`src/sv/integer_to_ascii_radix_formatter_top_defines.svh`:
```
// Assertion macros shared by the integer to ASCII formatter RTL.
// Include this header in files that check their own sequencing logic.
`ifndef INTEGER_TO_ASCII_RADIX_FORMATTER_TOP_DEFINES_SVH
`define INTEGER_TO_ASCII_RADIX_FORMATTER_TOP_DEFINES_SVH
`ifndef SYNTHESIS
`define ITOARF_ASSERT_IMPLY(lbl, clk, rstn, ante, cons) \
	lbl: assert property (@(posedge clk) disable iff (!rstn) (ante) |-> (cons)) \
		else $error("itoarf: same-cycle check failed");
`define ITOARF_ASSERT_NEXT(lbl, clk, rstn, ante, cons) \
	lbl: assert property (@(posedge clk) disable iff (!rstn) (ante) |=> (cons)) \
		else $error("itoarf: next-cycle check failed");
`else
`define ITOARF_ASSERT_IMPLY(lbl, clk, rstn, ante, cons)
`define ITOARF_ASSERT_NEXT(lbl, clk, rstn, ante, cons)
`endif
`endif

```
`src/sv/itoarf_pkg.sv`:
```
`timescale 1ns / 1ps
// Shared widths, register indexes and character codes of the integer formatter.
// No dependencies; the channel interfaces and the top module import this package.
package itoarf_pkg;

	localparam int MaxBitsDefault = 32;
	localparam int ValueW = 32;
	localparam int ChunkW = $clog2(ValueW / 4);
	localparam int CharW = 7;
	localparam int RadixW = 5;
	localparam int PadW = 7;
	localparam int WidthCodeW = 2;
	localparam int CfgIdxW = 2;
	localparam int CfgDataW = 7;

	typedef enum logic [CfgIdxW-1:0] {
		REG_RADIX      = 2'd0,
		REG_PAD_DIGITS = 2'd1,
		REG_WIDTH_CODE = 2'd2,
		REG_IS_SIGNED  = 2'd3
	} cfg_reg_t;

	localparam logic [WidthCodeW-1:0] WidthCode8 = 2'd0;
	localparam logic [WidthCodeW-1:0] WidthCode16 = 2'd1;

	localparam logic [RadixW-1:0] Radix2 = 5'd2;
	localparam logic [RadixW-1:0] Radix8 = 5'd8;
	localparam logic [RadixW-1:0] Radix10 = 5'd10;
	localparam logic [RadixW-1:0] Radix16 = 5'd16;

	localparam logic [CharW-1:0] ChMinus = 7'h2D;
	localparam logic [CharW-1:0] ChZero = 7'h30;
	localparam logic [CharW-1:0] ChLowB = 7'h62;
	localparam logic [CharW-1:0] ChLowO = 7'h6F;
	localparam logic [CharW-1:0] ChLowX = 7'h78;
	localparam logic [CharW-1:0] ChUpA = 7'h41;

	function automatic logic [CharW-1:0] digit_char(input logic [3:0] d);
		if (d < 4'd10) begin
			return ChZero + 7'(d);
		end
		return ChUpA + 7'(d) - 7'd10;
	endfunction

endpackage

```
`src/sv/itoarf_in_if.sv`:
```
`timescale 1ns / 1ps
// Input channel of the integer formatter: one integer value per word.
// Depends on itoarf_pkg.
interface itoarf_in_if import itoarf_pkg::*; ();
	logic              valid;
	logic              ready;
	logic [ValueW-1:0] value;

	modport source(output valid, output value, input ready);
	modport sink(input valid, input value, output ready);
endinterface

```
`src/sv/itoarf_out_if.sv`:
```
`timescale 1ns / 1ps
// Output channel of the integer formatter: one ASCII character per word.
// Depends on itoarf_pkg.
interface itoarf_out_if import itoarf_pkg::*; ();
	logic             valid;
	logic             ready;
	logic [CharW-1:0] character;
	logic             last;
	logic             error;

	modport source(output valid, output character, output last, output error, input ready);
	modport sink(input valid, input character, input last, input error, output ready);
endinterface

```
`src/sv/itoarf_cfg_if.sv`:
```
`timescale 1ns / 1ps
// Register write channel of the integer formatter: index and data per word.
// Depends on itoarf_pkg.
interface itoarf_cfg_if import itoarf_pkg::*; ();
	logic                valid;
	logic                ready;
	logic [CfgIdxW-1:0]  index;
	logic [CfgDataW-1:0] data;

	modport source(output valid, output index, output data, input ready);
	modport sink(input valid, input index, input data, output ready);
endinterface

```
`src/sv/integer_to_ascii_radix_formatter_top.sv`:
```
`timescale 1ns / 1ps
// Integer to ASCII radix formatter: sequencer, nibble divider and digit memory.
// Depends on itoarf_pkg, the three channel interfaces and the assertion header.
//
// Each accepted value is turned into ASCII text, one character per output word, with last
// set on the final character. The block takes one value at a time and is not ready until
// the previous value has been fully sequenced. Digits come from a shared divider that
// handles four quotient bits per cycle. After that, the sign step is always passed, whether
// or not a minus is sent, prefix and pad characters are sent one at a time, and every digit
// character is read back from the digit memory in a fetch step before it is sent, so a
// fetch step also lies between the padding and the first digit. A zero value skips
// division, and a bad radix gives its single error word from the error state.
// Register writes are accepted at any time but belong between numbers.
`include "integer_to_ascii_radix_formatter_top_defines.svh"

module integer_to_ascii_radix_formatter_top import itoarf_pkg::*; #(
	parameter int MAX_BITS = MaxBitsDefault
) (
	input logic         clk,
	input logic         arst_n,
	itoarf_cfg_if.sink  cfg,
	itoarf_in_if.sink   number,
	itoarf_out_if.source text
);

	localparam int CntW = $clog2(MAX_BITS + 1);
	localparam int AddrW = $clog2(MAX_BITS);
	localparam logic [6:0] MaxBits7 = 7'(MAX_BITS);

	typedef enum logic [8:0] {
		S_IDLE  = 9'b000000001,
		S_DIV   = 9'b000000010,
		S_ERR   = 9'b000000100,
		S_SIGN  = 9'b000001000,
		S_PFX0  = 9'b000010000,
		S_PFX1  = 9'b000100000,
		S_PAD   = 9'b001000000,
		S_FETCH = 9'b010000000,
		S_DIGIT = 9'b100000000
	} state_t;

	state_t state_q, state_d;

	logic [RadixW-1:0]     radix_q;
	logic [PadW-1:0]       pad_cfg_q;
	logic [WidthCodeW-1:0] width_code_q;
	logic                  is_signed_q;

	logic [ValueW-1:0] q_q;
	logic [3:0]        rem_q;
	logic              neg_q;
	logic [5:0]        pad_q;
	logic [ChunkW-1:0] chunk_top_q;
	logic [ChunkW-1:0] chunk_q;
	logic [CntW-1:0]   cnt_q;
	logic [5:0]        zeros_q;
	logic [3:0]        rd_q;
	logic [3:0]        digit_mem [MAX_BITS];

	logic             ovalid_q;
	logic [CharW-1:0] ochar_q;
	logic             olast_q;
	logic             oerr_q;

	logic              accept;
	logic              slot_free;
	logic              radix_ok;
	logic              has_pfx;
	logic [6:0]        w7;
	logic [5:0]        w;
	logic [ValueW-1:0] mask;
	logic [ValueW-1:0] raw;
	logic              neg;
	logic [ValueW-1:0] mag;
	logic signed [7:0] pad_s;
	logic [ChunkW-1:0] chunk_top;
	logic [3:0]        nib;
	logic [3:0]        qnib;
	logic [3:0]        rem_new;
	logic [ValueW-1:0] q_new;
	logic [5:0]        zeros_calc;
	logic [CntW-1:0]   cnt_dec;
	logic              mem_we;
	logic              push;
	logic [CharW-1:0]  push_char;
	logic              push_last;
	logic              push_err;
	logic [CharW-1:0]  pfx_char;

	assign accept = number.valid && number.ready;
	assign number.ready = (state_q == S_IDLE);
	assign cfg.ready = 1'b1;
	assign slot_free = !ovalid_q || text.ready;
	assign cnt_dec = cnt_q - CntW'(1);

	always_comb begin
		radix_ok = radix_q inside {[Radix2:Radix16]};
		has_pfx = radix_q inside {Radix2, Radix8, Radix16};
		case (radix_q)
			Radix2: pfx_char = ChLowB;
			Radix8: pfx_char = ChLowO;
			default: pfx_char = ChLowX;
		endcase
	end

	always_comb begin
		w7 = (width_code_q == WidthCode8) ? 7'd8 :
			(width_code_q == WidthCode16) ? 7'd16 : 7'd32;
		if (w7 > MaxBits7) begin
			w7 = MaxBits7;
		end
		w = w7[5:0];
		mask = {ValueW{1'b1}} >> (6'(ValueW) - w);
		raw = number.value & mask;
		neg = is_signed_q && raw[5'(w - 6'd1)];
		mag = neg ? ((~raw + ValueW'(1)) & mask) : raw;
		chunk_top = ChunkW'(((w + 6'd3) >> 2) - 6'd1);
		pad_s = 8'(signed'(pad_cfg_q));
		if (pad_s == -8'sd1) begin
			if (radix_q == Radix2) begin
				pad_s = signed'({2'b00, w});
			end else if (radix_q == Radix16) begin
				pad_s = signed'({4'b0000, w[5:2]});
			end
		end
		if (pad_s < 8'sd1) begin
			pad_s = 8'sd1;
		end
		if (pad_s > signed'({2'b00, w})) begin
			pad_s = signed'({2'b00, w});
		end
	end

	always_comb begin
		logic [4:0] t;
		logic [3:0] r;
		r = rem_q;
		nib = q_q[{chunk_q, 2'b00} +: 4];
		qnib = '0;
		for (int i = 3; i >= 0; i--) begin
			t = {r, nib[i]};
			if (t >= radix_q) begin
				t = t - radix_q;
				qnib[i] = 1'b1;
			end
			r = t[3:0];
		end
		rem_new = r;
		q_new = q_q;
		q_new[{chunk_q, 2'b00} +: 4] = qnib;
	end

	assign zeros_calc = ({1'b0, pad_q} > 7'(cnt_q)) ? 6'({1'b0, pad_q} - 7'(cnt_q)) : 6'd0;

	always_comb begin
		state_d = state_q;
		push = 1'b0;
		push_char = '0;
		push_last = 1'b0;
		push_err = 1'b0;
		mem_we = 1'b0;
		case (state_q)
			S_IDLE: begin
				if (accept) begin
					state_d = !radix_ok ? S_ERR : ((mag == '0) ? S_SIGN : S_DIV);
				end
			end
			S_DIV: begin
				if (chunk_q == '0) begin
					mem_we = 1'b1;
					if (q_new == '0) begin
						state_d = S_SIGN;
					end
				end
			end
			S_ERR: begin
				if (slot_free) begin
					push = 1'b1;
					push_last = 1'b1;
					push_err = 1'b1;
					state_d = S_IDLE;
				end
			end
			S_SIGN: begin
				if (!neg_q || slot_free) begin
					push = neg_q;
					push_char = ChMinus;
					state_d = has_pfx ? S_PFX0 : S_PAD;
				end
			end
			S_PFX0: begin
				if (slot_free) begin
					push = 1'b1;
					push_char = ChZero;
					state_d = S_PFX1;
				end
			end
			S_PFX1: begin
				if (slot_free) begin
					push = 1'b1;
					push_char = pfx_char;
					state_d = S_PAD;
				end
			end
			S_PAD: begin
				if (zeros_q == '0) begin
					state_d = S_FETCH;
				end else if (slot_free) begin
					push = 1'b1;
					push_char = ChZero;
					push_last = (zeros_q == 6'd1) && (cnt_q == '0);
					state_d = push_last ? S_IDLE : S_PAD;
				end
			end
			S_FETCH: begin
				state_d = S_DIGIT;
			end
			S_DIGIT: begin
				if (slot_free) begin
					push = 1'b1;
					push_char = digit_char(rd_q);
					push_last = (cnt_q == CntW'(1));
					state_d = push_last ? S_IDLE : S_FETCH;
				end
			end
			default: begin
				state_d = S_IDLE;
			end
		endcase
	end

	always_ff @(posedge clk or negedge arst_n) begin
		if (!arst_n) begin
			radix_q <= Radix10;
			pad_cfg_q <= 7'd1;
			width_code_q <= 2'd2;
			is_signed_q <= 1'b1;
		end else if (cfg.valid && cfg.ready) begin
			case (cfg_reg_t'(cfg.index))
				REG_RADIX: radix_q <= cfg.data[RadixW-1:0];
				REG_PAD_DIGITS: pad_cfg_q <= cfg.data[PadW-1:0];
				REG_WIDTH_CODE: width_code_q <= cfg.data[WidthCodeW-1:0];
				REG_IS_SIGNED: is_signed_q <= cfg.data[0];
				default: radix_q <= radix_q;
			endcase
		end
	end

	always_ff @(posedge clk or negedge arst_n) begin
		if (!arst_n) begin
			state_q <= S_IDLE;
			cnt_q <= '0;
			chunk_q <= '0;
			zeros_q <= '0;
		end else begin
			state_q <= state_d;
			case (state_q)
				S_IDLE: begin
					if (accept) begin
						cnt_q <= '0;
						chunk_q <= chunk_top;
					end
				end
				S_DIV: begin
					if (chunk_q == '0) begin
						cnt_q <= cnt_q + CntW'(1);
						chunk_q <= chunk_top_q;
					end else begin
						chunk_q <= chunk_q - ChunkW'(1);
					end
				end
				S_SIGN: begin
					zeros_q <= zeros_calc;
				end
				S_PAD: begin
					if (push) begin
						zeros_q <= zeros_q - 6'd1;
					end
				end
				S_DIGIT: begin
					if (push) begin
						cnt_q <= cnt_dec;
					end
				end
				default: begin
					cnt_q <= cnt_q;
				end
			endcase
		end
	end

	always_ff @(posedge clk) begin
		if (accept) begin
			q_q <= mag;
			rem_q <= '0;
			neg_q <= neg;
			pad_q <= pad_s[5:0];
			chunk_top_q <= chunk_top;
		end else if (state_q == S_DIV) begin
			q_q <= q_new;
			rem_q <= (chunk_q == '0) ? 4'd0 : rem_new;
		end
	end

	always_ff @(posedge clk) begin
		if (mem_we) begin
			digit_mem[cnt_q[AddrW-1:0]] <= rem_new;
		end
		rd_q <= digit_mem[cnt_dec[AddrW-1:0]];
	end

	always_ff @(posedge clk or negedge arst_n) begin
		if (!arst_n) begin
			ovalid_q <= 1'b0;
		end else if (push) begin
			ovalid_q <= 1'b1;
		end else if (text.ready) begin
			ovalid_q <= 1'b0;
		end
	end

	always_ff @(posedge clk) begin
		if (push) begin
			ochar_q <= push_char;
			olast_q <= push_last;
			oerr_q <= push_err;
		end
	end

	assign text.valid = ovalid_q;
	assign text.character = ochar_q;
	assign text.last = olast_q;
	assign text.error = oerr_q;

	`ITOARF_ASSERT_IMPLY(a_err_word, clk, arst_n, text.valid && text.error, text.last && (text.character == '0))
	`ITOARF_ASSERT_IMPLY(a_rem_range, clk, arst_n, state_q == S_DIV, 5'(rem_q) < radix_q)
	`ITOARF_ASSERT_IMPLY(a_cnt_bound, clk, arst_n, state_q == S_DIV, 7'(cnt_q) < MaxBits7)
	`ITOARF_ASSERT_NEXT(a_last_idle, clk, arst_n, push && push_last, state_q == S_IDLE)

endmodule
```
`src/flat_wrapper.sv`:
```
// flat-port wrapper written by rule: the top's interface ports become plain ports
module integer_to_ascii_radix_formatter_top_flat import itoarf_pkg::*;
#(
	parameter int MAX_BITS = MaxBitsDefault
)
  (clk, arst_n, cfg_valid, cfg_index, cfg_data, cfg_ready, number_valid, number_value, number_ready, text_valid, text_character, text_last, text_error, text_ready);
  itoarf_cfg_if cfg_i ();
  itoarf_in_if number_i ();
  itoarf_out_if text_i ();
  input logic clk;
  input logic arst_n;
  input wire logic [$bits(cfg_i.valid)-1:0] cfg_valid;
  input wire logic [$bits(cfg_i.index)-1:0] cfg_index;
  input wire logic [$bits(cfg_i.data)-1:0] cfg_data;
  output wire logic [$bits(cfg_i.ready)-1:0] cfg_ready;
  input wire logic [$bits(number_i.valid)-1:0] number_valid;
  input wire logic [$bits(number_i.value)-1:0] number_value;
  output wire logic [$bits(number_i.ready)-1:0] number_ready;
  output wire logic [$bits(text_i.valid)-1:0] text_valid;
  output wire logic [$bits(text_i.character)-1:0] text_character;
  output wire logic [$bits(text_i.last)-1:0] text_last;
  output wire logic [$bits(text_i.error)-1:0] text_error;
  input wire logic [$bits(text_i.ready)-1:0] text_ready;
  assign cfg_i.valid = cfg_valid;
  assign cfg_i.index = cfg_index;
  assign cfg_i.data = cfg_data;
  assign cfg_ready = cfg_i.ready;
  assign number_i.valid = number_valid;
  assign number_i.value = number_value;
  assign number_ready = number_i.ready;
  assign text_valid = text_i.valid;
  assign text_character = text_i.character;
  assign text_last = text_i.last;
  assign text_error = text_i.error;
  assign text_i.ready = text_ready;
  integer_to_ascii_radix_formatter_top #(.MAX_BITS(MAX_BITS)) u_core (.clk(clk), .arst_n(arst_n), .cfg(cfg_i), .number(number_i), .text(text_i));
endmodule
```
`config.mk`:
```
export PLATFORM = sky130hd
export DESIGN_NAME = integer_to_ascii_radix_formatter_top_flat
export DESIGN_NICKNAME = d
export VERILOG_FILES = /design/src/sv/itoarf_pkg.sv /design/src/sv/itoarf_in_if.sv /design/src/sv/itoarf_out_if.sv /design/src/sv/itoarf_cfg_if.sv /design/src/sv/integer_to_ascii_radix_formatter_top.sv /design/src/flat_wrapper.sv
export VERILOG_INCLUDE_DIRS = /design/src /design/src/sv
export SDC_FILE = /design/constraint.sdc
export NUM_CORES = 1
export LEC_CHECK = 0
export BUFFER_PORTS_ARGS = -buffer_cell sky130_fd_sc_hd__buf_2
export CORE_MARGIN = 3
export CORE_UTILIZATION = 50
export CTS_CLUSTER_DIAMETER = 40
export DETAILED_ROUTE_END_ITERATION = 12
export GPL_ROUTABILITY_DRIVEN = 1
export PLACE_DENSITY = 0.7
export SYNTH_ARGS = -nofsm -noshare
export SYNTH_HDL_FRONTEND = slang
export SYNTH_SLANG_ARGS = --single-unit
```
`constraint.sdc`:
```
create_clock -name clk -period 8.25 [get_ports clk]
set_input_delay 1.65 -clock clk [delete_from_list [all_inputs] [get_ports clk]]
set_output_delay 1.65 -clock clk [all_outputs]
set_load 0.005 [all_outputs]
```
==> run_results.csv, run 1 <==
group,metric,value,unit
placed_design,place_hpwl,24.1,mm
worst_setup_path,critPathSlowestCell,"mux4_2",
floorplan,initial_core_util,51.0,%
grt,antenna_found_initial,0,
clock_network,cts_buffers,34,
routing,drc,0,
routing,wire_per_inst,21.8,um
routing,wirelength,33.9,mm
worst_setup_path,cp_data_required_time,8630,ps
layout,diodes,0,
floorplan,die_w,169,um
floorplan,die_y,169,um
layout,multi_input_area,6380,um2
grt,grt_max_degree,61,
worst_hold_path,hold_class,"register to register",
yosys,synth_top_family_by_area,"simple AND/OR/NAND/NOR gates",
yosys,async_flop_share,17.7,%
floorplan,rows,59,
clock_network,clock-sinks,226,
timing,setup_slack,584,ps
yosys,synthMuxAreaShare,12.4,%
timing,period_needed,7670,ps
worst_setup_path,critPathMaxFanout,14,
floorplan,io_pins,58,
clock_network,cts.clk_slew.worst_paths,50,ps
yosys,syn_nets,1239,
routing,vias,9953,
floorplan,core,26100,um2
clock_network,htree_num_levels,2,
placed_design,place_congestion,0.958,
layout,fillers,2132,
worst_setup_path,cpPeakStageDelay,560,ps
yosys,yosys_most_used_dff,"edfxtp_1",
placed_design,io_buffer_count,56,
placed_design,dp_worst_setup_slack,580,ps
yosys,synthCells,1143,
routing,drt_iter0_drc,1223,
yosys,synthTopCellsByArea,"edfxtp_1 (40%), mux4_2 (8.1%), dfrtp_1 (6.4%), ha_1 (4.2%), nor2_1 (3.3%)",
timing,rsz0062_at_grt,"false",
grt,grt_first_pass_wirelength,53.0,mm
yosys,synth-compound-area-share,13.8,%
timing,setup-violations-final,0,
outcome,status,"complete, no violations",
yosys,yosysTopAreaCell,"edfxtp_1",
layout,final_common_cell,"edfxtp_1",
yosys,ys_warn_count,0,
timing,slew_violations,0,
layout,syn_to_final_growth,12.3,%
grt,grt_usage,23.4,%
timing,hold_violations,0,
routing,postRouteAntennaNets,0,
clock_network,clock_latency,510,ps
layout,layout-drive-gt1-share,19.2,%
worst_setup_path,crit_path_end_kind,"register",
layout,seq_area,6520,um2
worst_setup_path,crit_arrival,8050,ps
yosys,synth_xor_area_share,2.37,%
yosys,synth_top_cell_area_share,40.2,%
yosys,synth_seq_cells,226,
grt,first_global_vias,9506,
yosys,synth_area_per_cell,11.6,um2
timing,max_slew_margin,5.86,%
clock_network,cts_tree,"yes",
layout,finalNetCount,1292,
clock_network,cts-root-buf,"clkbuf_16",
yosys,synth_area,13300,um2
job,cap_violations,0,
yosys,synth.distinct_cells,93,
worst_setup_path,setup.worst_path.start_class,"register",
routing,via_per_inst,6.40,
yosys,yosys.area_share.simple,14.4,%
layout,final_cell_mix,"edfxtp_1 (178), nor2_1 (118), a21oi_1 (72)",
timing,fin_tns_setup,0,ps
yosys,synth_edf_count,178,
floorplan,fp.dieArea,28600,um2
clock_network,post_cts.repair.setup_buffers,0,
timing,fin_skew,26.4,ps
timing,fin_crit_sh,92.9,%
timing,worst_pin_slew,1400,ps
yosys,yosys.area_share.adder,4.99,%
worst_setup_path,critPathKind,"register to register",
timing,max_freq,130,MHz
grt,overflow,0,
clock_network,clk_path_buf_depth,3,
routing,drt_first_pass_iters,6,
yosys,yosysSeqAreaShare,49.0,%
[cell type report]
type	instances	share of cell area (%)
Tap cell	335	2.81
Timing Repair Buffer	68	2.48
Clock inverter	18	0.897
Clock buffer	43	6.27
Multi-Input combinational cell	821	42.7
Inverter	45	1.13
Sequential cell	226	43.7
[state kept, by name (all words and copies together), names as in the netlist, 2 cells and up]
register               flops
u_core.rd_q                4
u_core.pad_cfg_q           7
u_core.width_code_q        2
u_core.zeros_q             6
u_core.cnt_q               6
u_core.q_q                32
u_core.digit_mem         128
u_core.text.character      7
u_core.chunk_top_q         2
u_core.chunk_q             3
u_core.radix_q             5
u_core.rem_q               4
u_core.pad_q               6
u_core.state_q             9
[Yosys cell counts, types with 5 or more instances]
| library cell | instances |
|---|---|
| nor4_1 | 14 |
| nand3b_1 | 7 |
| a31oi_1 | 8 |
| nor2b_1 | 5 |
| mux2i_1 | 17 |
| dfrtp_1 | 34 |
| clkbuf_1 | 35 |
| nand2_1 | 65 |
| nand3_1 | 28 |
| and2_1 | 13 |
| or4_1 | 11 |
| a21oi_1 | 73 |
| xor2_1 | 13 |
| nor3b_1 | 7 |
| o21ai_0 | 51 |
| o22ai_1 | 13 |
| a21o_1 | 17 |
| nor3_1 | 33 |
| or3_1 | 5 |
| xnor2_1 | 23 |
| a22o_1 | 5 |
| mux2_2 | 30 |
| edfxtp_1 | 178 |
| ha_1 | 45 |
| clkinv_1 | 5 |
| a221oi_1 | 17 |
| inv_1 | 39 |
| nand4_1 | 9 |
| and3_1 | 9 |
| dfxtp_1 | 8 |
| nand2b_1 | 13 |
| a22oi_1 | 13 |
| a211oi_1 | 10 |
| buf_2 | 8 |
| fa_1 | 5 |
| dfstp_2 | 6 |
| nor2_1 | 118 |
| mux4_2 | 48 |
| or2_2 | 6 |
[metal layers]
layer | share of wire, % | global-route usage [%] | wire length [um]
met1 | 43 | 33.1 | 14500
met2 | 47 | 36.5 | 15800
met3 | 7.7 | 4.62 | 2600
met4 | 3.1 | 7.73 | 1050
met5 | 0 | 0 | 0
[cells by family after synthesis]
group	Yosys count
AND/OR/NAND/NOR	366
AO/OA/AOI/OAI	268
flip-flops	226
multiplexers	100
buffers and inverters	96
adder cells (fa/ha/maj)	50
XOR/XNOR	36
other	1
[critical path, delay by kind of cell, from the launching register on]
family | cells | cell delay [ps]
buffers and inverters | 3 | 410
flip-flops | 1 | 520
adder cells (fa/ha/maj) | 4 | 1260
AO/OA/AOI/OAI | 13 | 2680
AND/OR/NAND/NOR | 4 | 930
multiplexers | 5 | 1750
[final timing paths]
kind	from	endpoint	slack, ps	cells past startpoint
setup / recovery	u_core.chunk_q[0]$_DFFE_PN0P_	u_core.state_q[6]$_DFFE_PN0P_	580	29
hold / removal	u_core.zeros_q[3]$_DFFE_PN0P_	u_core.zeros_q[3]$_DFFE_PN0P_	510	2
setup reg to reg	u_core.chunk_q[0]$_DFFE_PN0P_	u_core.state_q[6]$_DFFE_PN0P_	580	29
hold reg to reg	u_core.zeros_q[3]$_DFFE_PN0P_	u_core.zeros_q[3]$_DFFE_PN0P_	510	2
max in group asynchronous	arst_n	u_core.cnt_q[0]$_DFFE_PN0P_	6240	1
min in group asynchronous	arst_n	u_core.cnt_q[2]$_DFFE_PN0P_	1330	1
[what timing repair did]
item,4_1_cts,5_1_grt
setup endpoints to repair,0,5
hold buffers,0,0
gates resized for setup,0,1
[metrics by stage]
| step | instances | utilization (%) | cell area (um2) | hold slack [ps] |
|---|---|---|---|---|
| 6_report | 1556 | 57.3 | 14900 | 514 |
| 5_1_grt | 1556 | 57.3 | 14900 | 523 |
| 4_1_cts | 1556 | 57.3 | 14900 | 518 |
| 3_5_place_dp | 1495 | 53.2 | 13900 | 506 |
| 3_3_place_gp | 1495 | 53.2 | 13900 | 492 |
| 2_1_floorplan | 1143 | - | 13300 | 456 |
Power of run 1 is not shown: default switching activity piles up to over one toggle a cycle in this logic, so the estimate is an artifact.
==> run 2, diff against run 1 <==
--- a/config.mk
+++ b/config.mk
@@ -8,11 +8,11 @@
 export LEC_CHECK = 0
 export BUFFER_PORTS_ARGS = -buffer_cell sky130_fd_sc_hd__buf_2
 export CORE_MARGIN = 3
-export CORE_UTILIZATION = 50
+export CORE_UTILIZATION = 63
 export CTS_CLUSTER_DIAMETER = 40
 export DETAILED_ROUTE_END_ITERATION = 12
 export GPL_ROUTABILITY_DRIVEN = 1
-export PLACE_DENSITY = 0.7
+export PLACE_DENSITY = 0.84
 export SYNTH_ARGS = -nofsm -noshare
 export SYNTH_HDL_FRONTEND = slang
 export SYNTH_SLANG_ARGS = --single-unit
==> run 2 against run 1 <==
Setup slack worse by 25 ps. First-iteration DRC count up 23%. Register-to-register slack worse by 30 ps. Global-route usage up 7.3 points. Critical path depth down 1. Flip-flop and latch count unchanged.
==> run_results.csv, run 2 (synthesis results as in run 1) <==
group,metric,value,unit
layout,final_common_cell,"edfxtp_1",
worst_setup_path,critPathSlowestCell,"mux4_2",
clock_network,clock_latency,560,ps
worst_hold_path,hold_path_startpoint,"u_core.zeros_q[3]$_DFFE_PN0P_",
worst_setup_path,crit_arrival,8130,ps
grt,grt_usage,30.7,%
worst_setup_path,ff2ff_path_depth,28,
grt,first_global_vias,9942,
placed_design,placed_cells_incl_taps,1431,
clock_network,cts-root-buf,"clkbuf_16",
timing,rsz0062_at_grt,"false",
floorplan,die_y,151,um
grt,grt_first_pass_wirelength,54.8,mm
grt,grt_max_degree,60,
routing,wirelength,34.8,mm
placed_design,io_buffer_count,56,
timing,hold_violations,0,
worst_setup_path,critPathKind,"register to register",
floorplan,die_w,151,um
floorplan,fp.dieArea,22900,um2
floorplan,rows,52,
routing,postRouteAntennaNets,0,
layout,syn_to_final_growth,11.8,%
worst_setup_path,r2r_slack,560,ps
worst_setup_path,setup.worst_path.start_class,"register",
routing,drt_iter0_drc,1501,
timing,slew_violations,0,
routing,drt_first_pass_iters,6,
grt,antenna_found_initial,1,
clock_network,cts.clk_slew.worst_paths,60,ps
timing,max_slew_margin,16.5,%
placed_design,dp_worst_setup_slack,475,ps
clock_network,cts_tree,"yes",
floorplan,core,20500,um2
worst_setup_path,crit_path_end_kind,"register",
worst_setup_path,critPathMaxFanout,14,
clock_network,clock-sinks,226,
placed_design,place_hpwl,23.9,mm
timing,fin_tns_setup,0,ps
layout,stdcell_count,1487,
routing,drc,0,
timing,fin_crit_sh,93.2,%
placed_design,place_congestion,0.974,
timing,max_freq,130,MHz
floorplan,io_pins,58,
worst_setup_path,cpPeakStageDelay,560,ps
worst_hold_path,min_to,"u_core.zeros_q[3]$_DFFE_PN0P_",
outcome,status,"complete, no violations",
routing,wire_per_inst,23.4,um
layout,diodes,0,
timing,fin_skew,25.5,ps
worst_hold_path,hold_class,"register to register",
clock_network,clk_path_buf_depth,3,
grt,overflow,0,
job,cap_violations,0,
timing,worst_pin_slew,1240,ps
clock_network,htree_num_levels,1,
layout,final_cell_mix,"edfxtp_1 (178), nor2_1 (118), a21oi_1 (72)",
timing,period_needed,7690,ps
timing,setup-violations-final,0,
worst_hold_path,holdPathStages,2,
worst_setup_path,cp_data_required_time,8690,ps
clock_network,cts_hold_buf,0,
timing,setup_slack,559,ps
routing,vias,10382,
clock_network,cts_buffers,30,
worst_setup_path,worst_r2r_endpoint,"u_core.state_q[6]$_DFFE_PN0P_",
worst_setup_path,rr_startpoint,"u_core.chunk_q[0]$_DFFE_PN0P_",
layout,finalNetCount,1289,
layout,layout-drive-gt1-share,19.3,%
layout,largest_register_ffs,128,
floorplan,initial_core_util,64.8,%
routing,via_per_inst,6.98,
run 2: changes by cell type in the layout (fill, tap and decap cells not counted), sizes merged:
cell / before / now
inv: 43 / 51
bufinv: 0 / 5
clkbuf: 43 / 33
buf: 68 / 69
clkinvlp: 3 / 0
clkinv: 17 / 12
run 2: metrics by stage:
| step | hold slack [ps] | utilization (%) | instance area, um2 |
|---|---|---|---|
| 2_1_floorplan | 456 | - | 13300 |
| 3_3_place_gp | 493 | 67.2 | 13800 |
| 3_5_place_dp | 520 | 67.2 | 13800 |
| 4_1_cts | 539 | 72.5 | 14900 |
| 5_1_grt | 557 | 72.5 | 14900 |
| 6_report | 538 | 72.5 | 14900 |
run 2: worst max path at each step:
stage                     slack [ps]                             to  cells past startpoint                           from
after floorplan                 1140  u_core.state_q[2]$_DFFE_PN0P_                     29  u_core.chunk_q[0]$_DFFE_PN0P_
after global placement           690  u_core.state_q[6]$_DFFE_PN0P_                     29  u_core.chunk_q[0]$_DFFE_PN0P_
after detailed placement         480  u_core.state_q[6]$_DFFE_PN0P_                     29  u_core.chunk_q[0]$_DFFE_PN0P_
after CTS                        270  u_core.state_q[6]$_DFFE_PN0P_                     29  u_core.chunk_q[0]$_DFFE_PN0P_
after global routing              70  u_core.state_q[2]$_DFFE_PN0P_                     28  u_core.chunk_q[0]$_DFFE_PN0P_
final                            560  u_core.state_q[6]$_DFFE_PN0P_                     28  u_core.chunk_q[0]$_DFFE_PN0P_
run 2: metal layers:
metal / GRT usage (%) / part of all wire (%) / vias to the layer above
li1: - / - / 4559
met3: 5.33 / 9.4 / 139
met1: 41.4 / 38 / 4998
met5: 0 / 0.037 / -
met2: 50.3 / 49 / 684
met4: 11.5 / 4.1 / 2
run 2: cell type report:
type | count | area (um2)
Clock inverter | 23 | 315
Sequential cell | 226 | 6520
Timing Repair Buffer | 69 | 378
Tap cell | 270 | 338
Multi-Input combinational cell | 821 | 6380
Clock buffer | 33 | 762
Inverter | 45 | 169
Fill cell | 1314 | 5640
run 2: what timing repair did:
| action | 4_1_cts | 5_1_grt |
|---|---|---|
| endpoints found under the setup margin | 0 | 10 |
| endpoints found under the hold margin | 0 | 0 |
| setup buffers | 0 | 0 |
| gates resized for setup | 0 | 2 |
run 2: worst max-delay path, delay by kind of cell, from the launching register on:
| kind | cells | cell delay (ps) |
|---|---|---|
| buf+inv | 1 | 200 |
| compound gates | 15 | 3130 |
| simple gates | 4 | 870 |
| fa+ha+maj | 4 | 1350 |
| flops | 1 | 520 |
| mux | 4 | 1510 |
Power of run 2 is left out for the same reason.
==> run 3, diff against run 2 <==
--- a/config.mk
+++ b/config.mk
@@ -7,11 +7,14 @@
 export NUM_CORES = 1
 export LEC_CHECK = 0
 export BUFFER_PORTS_ARGS = -buffer_cell sky130_fd_sc_hd__buf_2
+export CELL_PAD_IN_SITES_DETAIL_PLACEMENT = 1
+export CELL_PAD_IN_SITES_GLOBAL_PLACEMENT = 1
 export CORE_MARGIN = 3
-export CORE_UTILIZATION = 63
+export CORE_UTILIZATION = 51
 export CTS_CLUSTER_DIAMETER = 40
 export DETAILED_ROUTE_END_ITERATION = 12
 export GPL_ROUTABILITY_DRIVEN = 1
+export GPL_TIMING_DRIVEN = 0
 export PLACE_DENSITY = 0.84
 export SYNTH_ARGS = -nofsm -noshare
 export SYNTH_HDL_FRONTEND = slang
==> run 3 against run 2 <==
The run now ends with capacitance limit, slew limit left. Maximum frequency shrank 2.6%. Non-clock buffer count grew 40. Register-to-register slack got worse by 200 ps.
==> run_results.csv, run 3 (synthesis results as in run 1) <==
group,metric,value,unit
layout,fillers,2674,
timing,rsz0062_at_grt,"false",
grt,grt_usage,30.2,%
timing,hold_violations,0,
clock_network,clk_path_buf_depth,3,
clock_network,clock-sinks,226,
placed_design,placed_cells_incl_taps,1526,
floorplan,io_pins,58,
layout,final_common_cell,"edfxtp_1",
routing,via_per_inst,6.82,
layout,layout-drive-gt1-share,20.0,%
clock_network,htree_num_levels,2,
routing,vias,10861,
routing,wirelength,43.2,mm
routing,drc,0,
job,cap_violations,1,
worst_setup_path,crit_path_end_kind,"register",
worst_setup_path,crit_arrival,8280,ps
clock_network,cts.clk_slew.worst_paths,70,ps
floorplan,die_y,167,um
clock_network,cts_hold_buf,0,
floorplan,fp.dieArea,28000,um2
routing,drt_iter0_drc,1328,
routing,wire_per_inst,27.1,um
routing,dr_wl_met2,21.8,mm
clock_network,cts_buffers,34,
worst_setup_path,crit_family,"compound AO/OA/AOI/OAI gates",
worst_setup_path,critPathMaxFanout,10,
timing,max_slew_margin,-0.105,%
clock_network,cts-root-buf,"clkbuf_16",
grt,first_global_vias,11355,
worst_setup_path,path_buf_inv,4,
layout,stdcell_count,1593,
layout,fin_util,59.9,%
grt,grt_first_pass_wirelength,66.7,mm
timing,slew_violations,1,
placed_design,io_buffer_count,51,
placed_design,place_hpwl,29.8,mm
routing,drt_first_pass_iters,5,
layout,syn_to_final_growth,14.6,%
routing,postRouteAntennaNets,0,
timing,fin_skew,18.0,ps
outcome,status,"finished, violations left",
clock_network,clock_latency,520,ps
layout,finalNetCount,1333,
worst_setup_path,cpPeakStageDelay,530,ps
layout,diodes,0,
floorplan,rows,58,
timing,setup-violations-final,0,
floorplan,initial_core_util,52.3,%
worst_setup_path,critPathKind,"register to register",
layout,seq_area,6510,um2
grt,grt_max_degree,41,
floorplan,core,25400,um2
clock_network,cts_tree,"yes",
grt,overflow,0,
layout,largest_register_ffs,128,
floorplan,die_w,167,um
timing,fin_crit_sh,95.7,%
outcome,violations,"capacitance limit, slew limit",
timing,max_freq,127,MHz
grt,antenna_found_initial,0,
worst_setup_path,setup.worst_path.start_class,"register",
timing,period_needed,7890,ps
worst_setup_path,cp_data_required_time,8640,ps
timing,worst_pin_slew,1490,ps
layout,final_cell_mix,"edfxtp_1 (178), nor2_1 (118), a21oi_1 (70)",
routing,met3_length,2.96,mm
layout,multi_input_area,6410,um2
placed_design,place_congestion,0.977,
worst_setup_path,critPathSlowestCell,"mux4_2",
worst_hold_path,hold_class,"register to register",
routing,highest_layer,"met4",
routing,wl_met1,16.8,mm
-- run 3: through the flow --
step           setup TNS (ps)  hold slack, ps  setup slack, ps  area [um2]
5_1_grt                     0             550             40.4       15200
3_5_place_dp           -60270             485            -1000       14000
3_3_place_gp           -84190             472            -1290       14000
6_report                    0             531              357       15200
2_1_floorplan               0             456             1140       13300
4_1_cts                     0             525             33.9       15100
-- run 3: what timing repair did --
item,in CTS,in global routing
setup endpoints to repair,146,27
buffers inserted,0,3
resized for setup,10,9
pin swaps,0,3
-- run 3: path summary, 6_finish.rpt --
kind                                          startpoint                              end  slack [ps]  depth (start not counted)
max reg2reg                u_core.chunk_q[0]$_DFFE_PN0P_    u_core.state_q[5]$_DFFE_PN0P_         360                         32
min reg2reg                 u_core.rem_q[3]$_SDFFE_PP0P_     u_core.rem_q[3]$_SDFFE_PP0P_         530                          1
min in group asynchronous                         arst_n    u_core.state_q[1]$_DFFE_PN0P_        1310                          1
max                        u_core.chunk_q[0]$_DFFE_PN0P_    u_core.state_q[5]$_DFFE_PN0P_         360                         32
min                         u_core.rem_q[3]$_SDFFE_PP0P_     u_core.rem_q[3]$_SDFFE_PP0P_         530                          1
max in group asynchronous                         arst_n  u_core.pad_cfg_q[6]$_DFFE_PN0P_        6310                          1
-- run 3: cell type report --
class                           count  share of cell area (%)
Sequential cell                   226                    42.8
Inverter                           45                    1.11
Multi-Input combinational cell    821                    42.1
Timing Repair Buffer               58                    2.18
Buffer                             51                    1.59
Clock buffer                       42                    6.34
Clock inverter                     20                    1.12
Tap cell                          330                    2.71
-- run 3: metal layers --
metal,track usage (%),vias to the layer above
met5,0,-
met4,11.0,0
met3,4.23,130
met2,52.2,550
met1,39.1,5532
li1,-,4649
Power of run 3 is left out for the same reason.
